==> src/design/gda_pkg.sv <==
// Shared types, constants and calendar functions of the Gregorian date calculator.
// Used by gda_div, gda_dp, gda_ctrl and gregorian_date_arith; depends on nothing else.
package gda_pkg;

    // Largest valid year; valid years run from 0 to YEAR_MAX
    localparam int YEAR_MAX = 9999;

    // Field widths of the transactions
    localparam int OP_W    = 2;
    localparam int YEAR_FW = 14;
    localparam int MON_W   = 4;
    localparam int DAY_W   = 5;
    localparam int CNT_W   = 16;
    localparam int CODE_W  = 2;

    // Calendar constants
    localparam int CENTURY       = 100;
    localparam int DAYS_PER_YEAR = 365;
    localparam int MONTHS        = 12;
    localparam int DOY_W         = 9;

    // Days from year 0 to the first day of year y
    function automatic int days_before_year(input int y);
        return DAYS_PER_YEAR * y + (y + 3) / 4 - (y + 99) / 100 + (y + 399) / 400;
    endfunction

    // Internal year width holds YEAR_MAX + 1 and the full input field
    localparam int YR_W   = ($clog2(YEAR_MAX + 2) > YEAR_FW) ? $clog2(YEAR_MAX + 2) : YEAR_FW;
    // Serial day numbers stay below the first day after YEAR_MAX
    localparam int SER_LIMIT = days_before_year(YEAR_MAX + 1);
    localparam int SER_W  = $clog2(SER_LIMIT);
    // Remainder of a division by one century
    localparam int REM_W  = $clog2(CENTURY);
    // Days still to walk: day - 1 + day_count
    localparam int RD_W   = CNT_W + 1;

    // Divide by one century as a multiply by a scaled reciprocal and a shift;
    // exact for every year of up to 18 bits
    localparam int C100_SHIFT   = 25;
    localparam int C100_RECIP   = (1 << C100_SHIFT) / CENTURY + 1;
    localparam int C100_RECIP_W = $clog2(C100_RECIP + 1);

    // Operations
    localparam logic [OP_W-1:0] OP_ADD  = 2'd0;
    localparam logic [OP_W-1:0] OP_SUB  = 2'd1;
    localparam logic [OP_W-1:0] OP_DIFF = 2'd2;
    localparam logic [OP_W-1:0] OP_CMP  = 2'd3;

    // Error codes
    localparam logic [CODE_W-1:0] ERR_OK    = 2'd0;
    localparam logic [CODE_W-1:0] ERR_DATE  = 2'd1;
    localparam logic [CODE_W-1:0] ERR_RANGE = 2'd2;
    localparam logic [CODE_W-1:0] ERR_SAT   = 2'd3;

    // Order codes
    localparam logic [CODE_W-1:0] ORD_BEFORE = 2'd0;
    localparam logic [CODE_W-1:0] ORD_EQUAL  = 2'd1;
    localparam logic [CODE_W-1:0] ORD_AFTER  = 2'd2;

    // Commands from the controller to the datapath
    typedef struct packed {
        logic              load;
        logic              start;
        logic              sel_other;
        logic              step_init;
        logic              step;
        logic              ser_year;
        logic              ser_day;
        logic              fin;
        logic [CODE_W-1:0] err;
    } gda_cmd_t;

    // Status from the datapath to the controller
    typedef struct packed {
        logic div_busy;
        logic date_ok;
        logic date_op;
        logic step_done;
        logic step_ovf;
    } gda_sts_t;

    // Leap year from the low year bits, year mod 100 and (year / 100) mod 4
    function automatic logic leap_of(input logic [1:0] ylo, input logic [REM_W-1:0] m100,
                                     input logic [1:0] c4);
        return (ylo == 2'd0) && ((m100 != '0) || (c4 == 2'd0));
    endfunction

    // Length of a month, zero for a month code that means nothing
    function automatic logic [DAY_W-1:0] days_in_month(input logic leap,
                                                       input logic [MON_W-1:0] m);
        logic [DAY_W-1:0] len;
        case (m)
            4'd1, 4'd3, 4'd5, 4'd7, 4'd8, 4'd10, 4'd12: len = 5'd31;
            4'd4, 4'd6, 4'd9, 4'd11:                    len = 5'd30;
            4'd2:                                       len = leap ? 5'd29 : 5'd28;
            default:                                    len = 5'd0;
        endcase
        return len;
    endfunction

    // Days of a common year before the first day of month m
    function automatic logic [DOY_W-1:0] cum_days(input logic [MON_W-1:0] m);
        logic [DOY_W-1:0] cum;
        case (m)
            4'd1:    cum = 9'd0;
            4'd2:    cum = 9'd31;
            4'd3:    cum = 9'd59;
            4'd4:    cum = 9'd90;
            4'd5:    cum = 9'd120;
            4'd6:    cum = 9'd151;
            4'd7:    cum = 9'd181;
            4'd8:    cum = 9'd212;
            4'd9:    cum = 9'd243;
            4'd10:   cum = 9'd273;
            4'd11:   cum = 9'd304;
            4'd12:   cum = 9'd334;
            default: cum = 9'd0;
        endcase
        return cum;
    endfunction

endpackage

==> src/design/gda_div.sv <==
// Division of a year by one century through a reciprocal multiply.
// Depends on gda_pkg; registers the product on start, then quotient and remainder.
module gda_div
    import gda_pkg::*;
(
    input  logic             clk,
    input  logic             rst_n,
    input  logic             start,
    input  logic [YR_W-1:0]  dividend,
    output logic             busy,
    output logic [YR_W-1:0]  quot,
    output logic [REM_W-1:0] rem
);

    localparam int PROD_W = YR_W + C100_RECIP_W;

    logic [PROD_W-1:0] prod_reg;
    logic [YR_W-1:0]   dvd_reg;
    logic [YR_W-1:0]   quot_reg;
    logic [REM_W-1:0]  rem_reg;
    logic              pend_reg;
    logic [YR_W-1:0]   q_est;

    // Take the quotient from the upper product bits
    always_comb
    begin
        q_est = YR_W'(prod_reg >> C100_SHIFT);
    end

    // Flag the cycle in which the product is ready
    always_ff @(posedge clk or negedge rst_n)
    begin
        if (!rst_n)
        begin
            pend_reg <= 1'b0;
        end
        else
        begin
            pend_reg <= start;
        end
    end

    // Multiply on start, then split into quotient and remainder
    always_ff @(posedge clk)
    begin
        if (start)
        begin
            prod_reg <= PROD_W'(dividend) * PROD_W'(C100_RECIP);
            dvd_reg  <= dividend;
        end
        if (pend_reg)
        begin
            quot_reg <= q_est;
            rem_reg  <= REM_W'(dvd_reg - q_est * YR_W'(CENTURY));
        end
    end

    assign busy = pend_reg;
    assign quot = quot_reg;
    assign rem  = rem_reg;

endmodule

==> src/design/gda_dp.sv <==
// Datapath of the date calculator: input holding, date check, serial day numbers,
// month stepping and the result registers. Depends on gda_pkg and gda_div.
module gda_dp
    import gda_pkg::*;
(
    input  logic               clk,
    input  logic               rst_n,
    input  gda_cmd_t           cmd,
    output gda_sts_t           sts,
    input  logic [OP_W-1:0]    operation,
    input  logic [YEAR_FW-1:0] base_year,
    input  logic [MON_W-1:0]   base_month,
    input  logic [DAY_W-1:0]   base_day,
    input  logic [CNT_W-1:0]   day_count,
    input  logic [YEAR_FW-1:0] other_year,
    input  logic [MON_W-1:0]   other_month,
    input  logic [DAY_W-1:0]   other_day,
    output logic [YEAR_FW-1:0] result_year,
    output logic [MON_W-1:0]   result_month,
    output logic [DAY_W-1:0]   result_day,
    output logic [CNT_W-1:0]   days_between,
    output logic [CODE_W-1:0]  order,
    output logic [CODE_W-1:0]  error_code
);

    // Held transaction
    logic [OP_W-1:0]    op_reg;
    logic [YEAR_FW-1:0] by_reg, oy_reg;
    logic [MON_W-1:0]   bm_reg, om_reg;
    logic [DAY_W-1:0]   bd_reg, od_reg;
    logic [CNT_W-1:0]   n_reg;

    // Date under work
    logic [YR_W-1:0]    year_reg;
    logic [MON_W-1:0]   month_reg;
    logic [DAY_W-1:0]   day_reg;
    logic [RD_W-1:0]    rd_reg;
    logic [REM_W-1:0]   m100_reg;
    logic [1:0]         c4_reg;

    // Serial day numbers
    logic [SER_W-1:0]   sery_reg, ser_a_reg, ser_b_reg;

    // Result registers
    logic [YEAR_FW-1:0] ry_reg;
    logic [MON_W-1:0]   rm_reg;
    logic [DAY_W-1:0]   rday_reg;
    logic [CNT_W-1:0]   between_reg;
    logic [CODE_W-1:0]  ord_reg, err_reg;

    // Divider interface
    logic [YR_W-1:0]    div_in, quot;
    logic [REM_W-1:0]   rem;
    logic               div_busy;

    logic               add_op, date_op, leap_div, leap_cur;
    logic [DAY_W-1:0]   len_chk, len_cur, len_prev;
    logic               step_done, step_ovf, date_ok;
    logic [SER_W-1:0]   y_s, c100, ser_y, ser_d;
    logic [SER_W-1:0]   diff;
    logic               sat, fin_ok;
    logic [CODE_W-1:0]  fin_err, fin_ord;

    assign div_in = cmd.sel_other ? YR_W'(oy_reg) : YR_W'(by_reg);

    gda_div u_div (
        .clk      (clk),
        .rst_n    (rst_n),
        .start    (cmd.start),
        .dividend (div_in),
        .busy     (div_busy),
        .quot     (quot),
        .rem      (rem)
    );

    // Check the date under work once the century split is known
    always_comb
    begin
        add_op   = op_reg == OP_ADD;
        date_op  = (op_reg == OP_ADD) || (op_reg == OP_SUB);
        leap_div = leap_of(year_reg[1:0], rem, quot[1:0]);
        len_chk  = days_in_month(leap_div, month_reg);
        date_ok  = (year_reg <= YR_W'(YEAR_MAX)) && (month_reg inside {[4'd1:4'd12]}) &&
                   (day_reg != '0) && (day_reg <= len_chk);
    end

    // Decide one month step
    always_comb
    begin
        leap_cur = leap_of(year_reg[1:0], m100_reg, c4_reg);
        len_cur  = days_in_month(leap_cur, month_reg);
        len_prev = days_in_month(leap_cur, month_reg - MON_W'(1));
        if (add_op)
        begin
            step_done = rd_reg < RD_W'(len_cur);
            step_ovf  = !step_done && (month_reg == MON_W'(MONTHS)) &&
                        (year_reg == YR_W'(YEAR_MAX));
        end
        else
        begin
            step_done = rd_reg < RD_W'(day_reg);
            step_ovf  = !step_done && (month_reg == MON_W'(1)) && (year_reg == '0);
        end
    end

    // Build serial day numbers: year part, then day of year
    always_comb
    begin
        y_s   = SER_W'(year_reg);
        c100  = SER_W'(quot) + SER_W'(rem != '0);
        ser_y = y_s * SER_W'(DAYS_PER_YEAR) + ((y_s + SER_W'(3)) >> 2) - c100 +
                ((c100 + SER_W'(3)) >> 2);
        ser_d = sery_reg + SER_W'(cum_days(month_reg)) +
                SER_W'(leap_div && (month_reg > MON_W'(2))) + SER_W'(day_reg) - SER_W'(1);
    end

    // Form the final difference, order and error code
    always_comb
    begin
        diff    = (ser_a_reg >= ser_b_reg) ? ser_a_reg - ser_b_reg : ser_b_reg - ser_a_reg;
        sat     = (diff >> CNT_W) != '0;
        fin_ok  = cmd.err == ERR_OK;
        fin_err = cmd.err;
        if (fin_ok && (op_reg == OP_DIFF) && sat)
        begin
            fin_err = ERR_SAT;
        end
        if (ser_a_reg < ser_b_reg)
        begin
            fin_ord = ORD_BEFORE;
        end
        else if (ser_a_reg == ser_b_reg)
        begin
            fin_ord = ORD_EQUAL;
        end
        else
        begin
            fin_ord = ORD_AFTER;
        end
    end

    // Hold the transaction fields
    always_ff @(posedge clk)
    begin
        if (cmd.load)
        begin
            op_reg <= operation;
            by_reg <= base_year;
            bm_reg <= base_month;
            bd_reg <= base_day;
            n_reg  <= day_count;
            oy_reg <= other_year;
            om_reg <= other_month;
            od_reg <= other_day;
        end
    end

    // Load, walk and finish the date under work
    always_ff @(posedge clk)
    begin
        if (cmd.start)
        begin
            year_reg  <= div_in;
            month_reg <= cmd.sel_other ? om_reg : bm_reg;
            day_reg   <= cmd.sel_other ? od_reg : bd_reg;
        end
        else if (cmd.step_init)
        begin
            rd_reg   <= add_op ? RD_W'(day_reg) - RD_W'(1) + RD_W'(n_reg) : RD_W'(n_reg);
            m100_reg <= rem;
            c4_reg   <= quot[1:0];
        end
        else if (cmd.step && step_done)
        begin
            day_reg <= add_op ? DAY_W'(rd_reg + RD_W'(1)) : day_reg - DAY_W'(rd_reg);
        end
        else if (cmd.step && !step_ovf)
        begin
            if (add_op)
            begin
                rd_reg <= rd_reg - RD_W'(len_cur);
                if (month_reg == MON_W'(MONTHS))
                begin
                    month_reg <= MON_W'(1);
                    year_reg  <= year_reg + YR_W'(1);
                    if (m100_reg == REM_W'(CENTURY - 1))
                    begin
                        m100_reg <= '0;
                        c4_reg   <= c4_reg + 2'd1;
                    end
                    else
                    begin
                        m100_reg <= m100_reg + REM_W'(1);
                    end
                end
                else
                begin
                    month_reg <= month_reg + MON_W'(1);
                end
            end
            else
            begin
                rd_reg <= rd_reg - RD_W'(day_reg);
                if (month_reg == MON_W'(1))
                begin
                    month_reg <= MON_W'(MONTHS);
                    day_reg   <= days_in_month(1'b0, MON_W'(MONTHS));
                    year_reg  <= year_reg - YR_W'(1);
                    if (m100_reg == '0)
                    begin
                        m100_reg <= REM_W'(CENTURY - 1);
                        c4_reg   <= c4_reg - 2'd1;
                    end
                    else
                    begin
                        m100_reg <= m100_reg - REM_W'(1);
                    end
                end
                else
                begin
                    month_reg <= month_reg - MON_W'(1);
                    day_reg   <= len_prev;
                end
            end
        end
    end

    // Store serial day numbers of both dates
    always_ff @(posedge clk)
    begin
        if (cmd.ser_year)
        begin
            sery_reg <= ser_y;
        end
        if (cmd.ser_day && !cmd.sel_other)
        begin
            ser_a_reg <= ser_d;
        end
        if (cmd.ser_day && cmd.sel_other)
        begin
            ser_b_reg <= ser_d;
        end
    end

    // Capture the result transaction
    always_ff @(posedge clk)
    begin
        if (cmd.fin)
        begin
            ry_reg      <= (fin_ok && date_op) ? YEAR_FW'(year_reg) : '0;
            rm_reg      <= (fin_ok && date_op) ? month_reg : '0;
            rday_reg    <= (fin_ok && date_op) ? day_reg : '0;
            between_reg <= (fin_ok && (op_reg == OP_DIFF)) ?
                           (sat ? '1 : CNT_W'(diff)) : '0;
            ord_reg     <= (fin_ok && (op_reg == OP_CMP)) ? fin_ord : ORD_BEFORE;
            err_reg     <= fin_err;
        end
    end

    always_comb
    begin
        sts.div_busy  = div_busy;
        sts.date_ok   = date_ok;
        sts.date_op   = date_op;
        sts.step_done = step_done;
        sts.step_ovf  = step_ovf;
    end

    assign result_year  = ry_reg;
    assign result_month = rm_reg;
    assign result_day   = rday_reg;
    assign days_between = between_reg;
    assign order        = ord_reg;
    assign error_code   = err_reg;

endmodule

==> src/design/gda_ctrl.sv <==
// Controller state machine of the date calculator: sequences the datapath and
// runs both handshakes. Depends on gda_pkg.
module gda_ctrl
    import gda_pkg::*;
(
    input  logic     clk,
    input  logic     rst_n,
    input  logic     in_valid,
    output logic     in_stall,
    output logic     out_valid,
    input  logic     out_stall,
    input  gda_sts_t sts,
    output gda_cmd_t cmd
);

    localparam logic [2:0] S_IDLE  = 3'd0;
    localparam logic [2:0] S_START = 3'd1;
    localparam logic [2:0] S_DIV   = 3'd2;
    localparam logic [2:0] S_CHK   = 3'd3;
    localparam logic [2:0] S_SERY  = 3'd4;
    localparam logic [2:0] S_SERD  = 3'd5;
    localparam logic [2:0] S_STEP  = 3'd6;
    localparam logic [2:0] S_FIN   = 3'd7;

    logic [2:0]        state_reg, state_next;
    logic              phase_reg, phase_next;
    logic [CODE_W-1:0] err_reg, err_next;
    logic              ovalid_reg, ovalid_next;
    logic              out_free;

    assign out_free = !ovalid_reg || !out_stall;

    // Sequence one transaction
    always_comb
    begin
        state_next    = state_reg;
        phase_next    = phase_reg;
        err_next      = err_reg;
        ovalid_next   = ovalid_reg && out_stall;
        cmd           = '0;
        cmd.sel_other = phase_reg;
        cmd.err       = err_reg;
        case (state_reg)
            S_IDLE:
            begin
                if (in_valid)
                begin
                    cmd.load   = 1'b1;
                    phase_next = 1'b0;
                    err_next   = ERR_OK;
                    state_next = S_START;
                end
            end
            S_START:
            begin
                cmd.start  = 1'b1;
                state_next = S_DIV;
            end
            S_DIV:
            begin
                if (!sts.div_busy)
                begin
                    state_next = S_CHK;
                end
            end
            S_CHK:
            begin
                if (!sts.date_ok)
                begin
                    err_next   = ERR_DATE;
                    state_next = S_FIN;
                end
                else if (sts.date_op)
                begin
                    cmd.step_init = 1'b1;
                    state_next    = S_STEP;
                end
                else
                begin
                    state_next = S_SERY;
                end
            end
            S_SERY:
            begin
                cmd.ser_year = 1'b1;
                state_next   = S_SERD;
            end
            S_SERD:
            begin
                cmd.ser_day = 1'b1;
                if (!phase_reg)
                begin
                    phase_next = 1'b1;
                    state_next = S_START;
                end
                else
                begin
                    state_next = S_FIN;
                end
            end
            S_STEP:
            begin
                cmd.step = 1'b1;
                if (sts.step_done)
                begin
                    state_next = S_FIN;
                end
                else if (sts.step_ovf)
                begin
                    err_next   = ERR_RANGE;
                    state_next = S_FIN;
                end
            end
            S_FIN:
            begin
                if (out_free)
                begin
                    cmd.fin     = 1'b1;
                    ovalid_next = 1'b1;
                    state_next  = S_IDLE;
                end
            end
            default:
            begin
                state_next = S_IDLE;
            end
        endcase
    end

    always_ff @(posedge clk or negedge rst_n)
    begin
        if (!rst_n)
        begin
            state_reg  <= S_IDLE;
            phase_reg  <= 1'b0;
            err_reg    <= ERR_OK;
            ovalid_reg <= 1'b0;
        end
        else
        begin
            state_reg  <= state_next;
            phase_reg  <= phase_next;
            err_reg    <= err_next;
            ovalid_reg <= ovalid_next;
        end
    end

    assign in_stall  = state_reg != S_IDLE;
    assign out_valid = ovalid_reg;

endmodule

==> src/design/gregorian_date_arith.sv <==
// Top level of the proleptic Gregorian date calculator.
// Depends on gda_pkg, gda_ctrl, gda_dp and gda_div.
//
// Usage:
//   Input channel (in_valid / in_stall) carries one transaction: an operation,
//   a base date, a day count and an other date. Output channel (out_valid /
//   out_stall) returns one result transaction for each input transaction.
//   The block works on one transaction at a time; in_stall is low only while
//   the controller is idle.
//   From acceptance, add and subtract start the divider, check the date and
//   then walk one calendar month per step until the day count is used up or
//   the year range is left. Difference and compare start the divider, check
//   the date and build a serial day number for the base date, then for the
//   other date; an invalid date ends the transaction earlier. The controller
//   returns to idle when the result is issued and accepts the next one there.
//   The result waits in an output register; a new transaction is accepted
//   while it waits. If the receiver stalls, out_valid and the result hold and
//   a finished transaction waits in the controller until the register frees.
//   Reset clears the controller and the output valid; no clearing pass.
module gregorian_date_arith
    import gda_pkg::*;
(
    input  logic               clk,
    input  logic               rst_n,
    input  logic               in_valid,
    output logic               in_stall,
    input  logic [OP_W-1:0]    operation,
    input  logic [YEAR_FW-1:0] base_year,
    input  logic [MON_W-1:0]   base_month,
    input  logic [DAY_W-1:0]   base_day,
    input  logic [CNT_W-1:0]   day_count,
    input  logic [YEAR_FW-1:0] other_year,
    input  logic [MON_W-1:0]   other_month,
    input  logic [DAY_W-1:0]   other_day,
    output logic               out_valid,
    input  logic               out_stall,
    output logic [YEAR_FW-1:0] result_year,
    output logic [MON_W-1:0]   result_month,
    output logic [DAY_W-1:0]   result_day,
    output logic [CNT_W-1:0]   days_between,
    output logic [CODE_W-1:0]  order,
    output logic [CODE_W-1:0]  error_code
);

    gda_cmd_t cmd;
    gda_sts_t sts;

    gda_ctrl u_ctrl (
        .clk       (clk),
        .rst_n     (rst_n),
        .in_valid  (in_valid),
        .in_stall  (in_stall),
        .out_valid (out_valid),
        .out_stall (out_stall),
        .sts       (sts),
        .cmd       (cmd)
    );

    gda_dp u_dp (
        .clk          (clk),
        .rst_n        (rst_n),
        .cmd          (cmd),
        .sts          (sts),
        .operation    (operation),
        .base_year    (base_year),
        .base_month   (base_month),
        .base_day     (base_day),
        .day_count    (day_count),
        .other_year   (other_year),
        .other_month  (other_month),
        .other_day    (other_day),
        .result_year  (result_year),
        .result_month (result_month),
        .result_day   (result_day),
        .days_between (days_between),
        .order        (order),
        .error_code   (error_code)
    );

endmodule
==> config.mk <==
export PLATFORM = sky130hd
export DESIGN_NAME = gregorian_date_arith
export DESIGN_NICKNAME = d
export VERILOG_FILES = /design/src/design/gda_pkg.sv /design/src/design/gda_div.sv /design/src/design/gda_dp.sv /design/src/design/gda_ctrl.sv /design/src/design/gregorian_date_arith.sv
export SDC_FILE = /design/constraint.sdc
export NUM_CORES = 1
export LEC_CHECK = 0
export BUFFER_PORTS_ARGS = -buffer_cell sky130_fd_sc_hd__buf_4
export CORE_MARGIN = 4
export CORE_UTILIZATION = 30
export CTS_BUF_LIST = sky130_fd_sc_hd__clkbuf_2
export DETAILED_ROUTE_END_ITERATION = 6
export PLACE_DENSITY = 0.48
export SLEW_MARGIN = 20
export SYNTH_ARGS = -nofsm -noshare
export SYNTH_HDL_FRONTEND = slang
export SYNTH_SLANG_ARGS = --single-unit
==> constraint.sdc <==
create_clock -name clk -period 7.1 [get_ports clk]
set_clock_uncertainty 0.1 [all_clocks]
set_input_delay 1.065 -clock clk [delete_from_list [all_inputs] [get_ports clk]]
set_output_delay 1.065 -clock clk [all_outputs]
set_load 0.02 [all_outputs]
==> summary.md <==
| Metric | Value |
|---|---|
| Placed cell area | 27,500 sq um |
| Iter 0 DRT Violations | 817 |
| Max-slew headroom | 0.357 |
| Core ar. | 83,400 sq um |
| Final Cell Area | 29,100 sq um |
| DP Wirelength | 51,000 um |
| WS Path Type | reg -> reg |
| Max cap viols | 0 |
| Critical path capture point | u_dp.u_div.prod_reg[30]$_DFFE_PP_ |
| Global route overflow | 0 |
| Tmin final | 6800 ps |
| Post-synth top area share | 0.300 |
| Setup slack, reg-to-reg | 300 ps |
| Vias in the first global route | 19.1k |
| Width of the die | 298 um |
| # IOs | 113 |
| Adder-Cell Fraction of Synth Area | 0.328 |
| Final worst-path cycle share | 0.958 |
| Mapped Nets | 3,080 |
| DRC | 0 |
| Final setup viols | 0 |
| Synthesized area per cell | 10.2 sq um |
| R2R depth | 24 |
| Synth Register Bits | 269 |
| Routed Antenna Nets | 0 |
| Ys flop type | edfxtp_1 |
| Root Buffer Master | clkbuf_2 |
| First-pass GRT wire length | 102,000 um |
| Starting density of the core | 0.302 |
| Ys async rst share | 0.0297 |
| DR pass1 iterations | 5 |
| Reg clk slew, reported paths | 100 ps |
| Compound-Gate Fraction of Synth Area | 0.117 |
| Seq/Total Area, Yosys | 0.315 |
| Post-synth EDFFs | 252 |
| Crit end category | register |
| Worst hold slack | 275 ps |
| Startpoint types | register |
| Die Ht | 298 um |
| Dpl ws | -158 ps |
| Worst Hold Class | in -> async |
| Routed wire length | 63,800 um |
| Final #Nets | 3,328 |
| FP Rows | 106 |
| Library cells used by synthesis | 79 |
| Slew Limit Fails | 0 |
| Crit Path Max Fanout | 10 |
| Post-Synth XOR/XNOR Area | 0.0535 |
| RSZ-0062 raised after global routing | false |
| Fill cell count | 8,431 |
| # clock sinks | 269 |
| CTS tree | built |
| Largest net degree at the start of global routing | 67 |
| Area grow syn2layout | 15.3% |
| Die area | 88,700 sq um |
| Clock buffer depth | 3 |
| Crit path launch | u_ctrl.phase_reg$_DFFE_PN0P_ |
| Req. time, crit path | 7850 ps |
| Combinational family with the most area after synthesis | adder cells |
| Post-synthesis simple-gate area fraction | 0.0971 |
| Number of CTS-inserted buffers | 78 |
| Syn Inst Count | 2,460 |
| Fmax | 147 MHz |
| DR vias/cell | 4.70 |
| Reg2reg end | u_dp.u_div.prod_reg[30]$_DFFE_PP_ |
| Least-Margin Pin Slew | 964 ps |
| GP Congestion | 0.879 |
| Status | finished, final reports clean |
| Synth Cell Area | 25,200 sq um |
| H-tree depth | 3 |
| GRT Total Usage | 0.144 |
| R2R Path Start | u_ctrl.phase_reg$_DFFE_PN0P_ |
| Top cells by area, synth | edfxtp_1, ha_1, fa_1 |
| Ys Warns | 0 |
| Skew-Pair Late Insertion Delay | 1110 ps |
| Initial antenna violation count | 4 |
| Port Buf Inserts | 112 |
| Wirelength per Cell | 16.6 um |
| Post-synthesis mux area share | 0.0174 |
| Layout cells sized above 1 | 0.120 |
| Final worst-path setup slack | 298 ps |
| Yosys top cell by area | edfxtp_1 |
| Final hold vios | 0 |
| DR vias | 18.1k |
| CP arrival | 7550 ps |
==> cell type report <==
| cell class | instances | area (sq um) | area share |
|---|---|---|---|
| Multi-Input combinational cell | 1713 | 15500 | 0.534 |
| Sequential cell | 269 | 7950 | 0.274 |
| Timing Repair Buffer | 226 | 1870 | 0.0645 |
| Inverter | 420 | 1580 | 0.0543 |
| Tap cell | 1080 | 1350 | 0.0465 |
| Clock buffer | 112 | 561 | 0.0193 |
| Clock inverter | 26 | 210 | 0.00723 |
| Antenna cell | 4 | 10.0 | 0.000344 |
==> layout by cell type (no fill, tap or decap), types with 10 or more instances in the layout <==
master         count
a211oi_1          31
a21o_1            37
a21oi_1          138
a31oi_1           20
and2_1            30
and3_1            19
buf_4            159
clkbuf_2         112
clkinv_1          17
dlygate4sd3_1     66
edfxtp_1         252
fa_1             181
ha_1             371
inv_1            417
mux2i_1           30
nand2_1          113
nand2b_1          13
nand3_1           56
nand4_1           11
nor2_1           133
nor2b_1           28
nor3_1            39
o211ai_1          10
o21a_1            32
o21ai_0           93
o21ai_1           11
o21bai_1          11
or3_1             19
xnor2_1          100
xor2_1            54
==> cells by family (layout without fill, tap and decap cells) <==
| family | Yosys count | count (layout) |
|---|---|---|
| adder cells (fa/ha/maj) | 552 | 552 |
| AND/OR/NAND/NOR | 499 | 499 |
| AO/OA/AOI/OAI | 465 | 465 |
| other | 1 | 5 |
| buffers and inverters | 478 | 784 |
| flip-flops | 269 | 269 |
| multiplexers | 42 | 42 |
| XOR/XNOR | 154 | 154 |
==> Yosys cell counts, types with 31 or more instances <==
| cell type | count |
|---|---|
| ha_1 | 371 |
| nand2_1 | 113 |
| a21oi_1 | 143 |
| nor2_1 | 137 |
| edfxtp_1 | 252 |
| a21o_1 | 37 |
| nand3_1 | 56 |
| xnor2_1 | 100 |
| a211oi_1 | 31 |
| mux2i_1 | 31 |
| o21ai_0 | 99 |
| inv_1 | 418 |
| fa_1 | 181 |
| o21a_1 | 32 |
| xor2_1 | 54 |
| clkbuf_1 | 49 |
| nor3_1 | 41 |
==> worst max-delay path, stage by stage (launching register included) <==
cell,delay [ps]
dfrtp_4,500
buf_12,150
buf_4,170
mux2i_1,210
inv_1,150
fa_1,600
inv_1,80
fa_1,540
fa_1,440
fa_1,490
inv_1,50
fa_1,500
ha_1,320
ha_1,320
a21o_1,160
a21o_1,170
a21oi_1,130
o21ai_1,80
o21ai_1,220
buf_4,150
a21boi_0,120
o2111a_1,300
or3b_4,390
a21oi_2,160
xnor2_1,70
==> per-layer routing <==
layer / vias to the layer above / routed length [um] / GRT usage
met5: - / 20 / 0
met4: 2 / 1440 / 0.0387
li1: 8973 / - / -
met3: 94 / 1980 / 0.0240
met1: 8776 / 28300 / 0.180
met2: 268 / 32100 / 0.257
==> repair_timing <==
item | 4_1_cts | 5_1_grt
setup endpoints to repair | 2 | 7
pin swaps | 0 | 10
endpoints found under the hold margin | 73 | 0
buffers inserted | 3 | 2
gates resized for setup | 3 | 13
hold buffers | 66 | 0
==> worst min-delay path by stage <==
stage / startpoint / to / slack [ps]
2_1_floorplan: u_dp.u_div.prod_reg[30]$_DFFE_PP_ / u_dp.u_div.quot[5]$_DFFE_PP_ / 300
3_3_place_gp: u_dp.u_div.prod_reg[0]$_DFFE_PP_ / u_dp.u_div.rem[0]$_DFFE_PP_ / 310
3_5_place_dp: u_dp.u_div.prod_reg[0]$_DFFE_PP_ / u_dp.u_div.rem[0]$_DFFE_PP_ / 310
4_1_cts: rst_n / u_ctrl.err_reg[0]$_DFFE_PN0P_ / 100
5_1_grt: rst_n / u_ctrl.err_reg[0]$_DFFE_PN0P_ / 120
6_report: rst_n / u_ctrl.err_reg[0]$_DFFE_PN0P_ / 270
==> metrics by stage <==
step | util | std cells | setup TNS [ps]
after floorplan | - | 2460 | 0
after global placement | 0.330 | 3637 | -25.2
after detailed placement | 0.330 | 3637 | -190
after CTS | 0.348 | 3844 | 0
after global routing | 0.348 | 3850 | 0
final | 0.348 | 3850 | 0
Power is not shown: default switching activity piles up to over one toggle a cycle in this logic, so the estimate is an artifact.
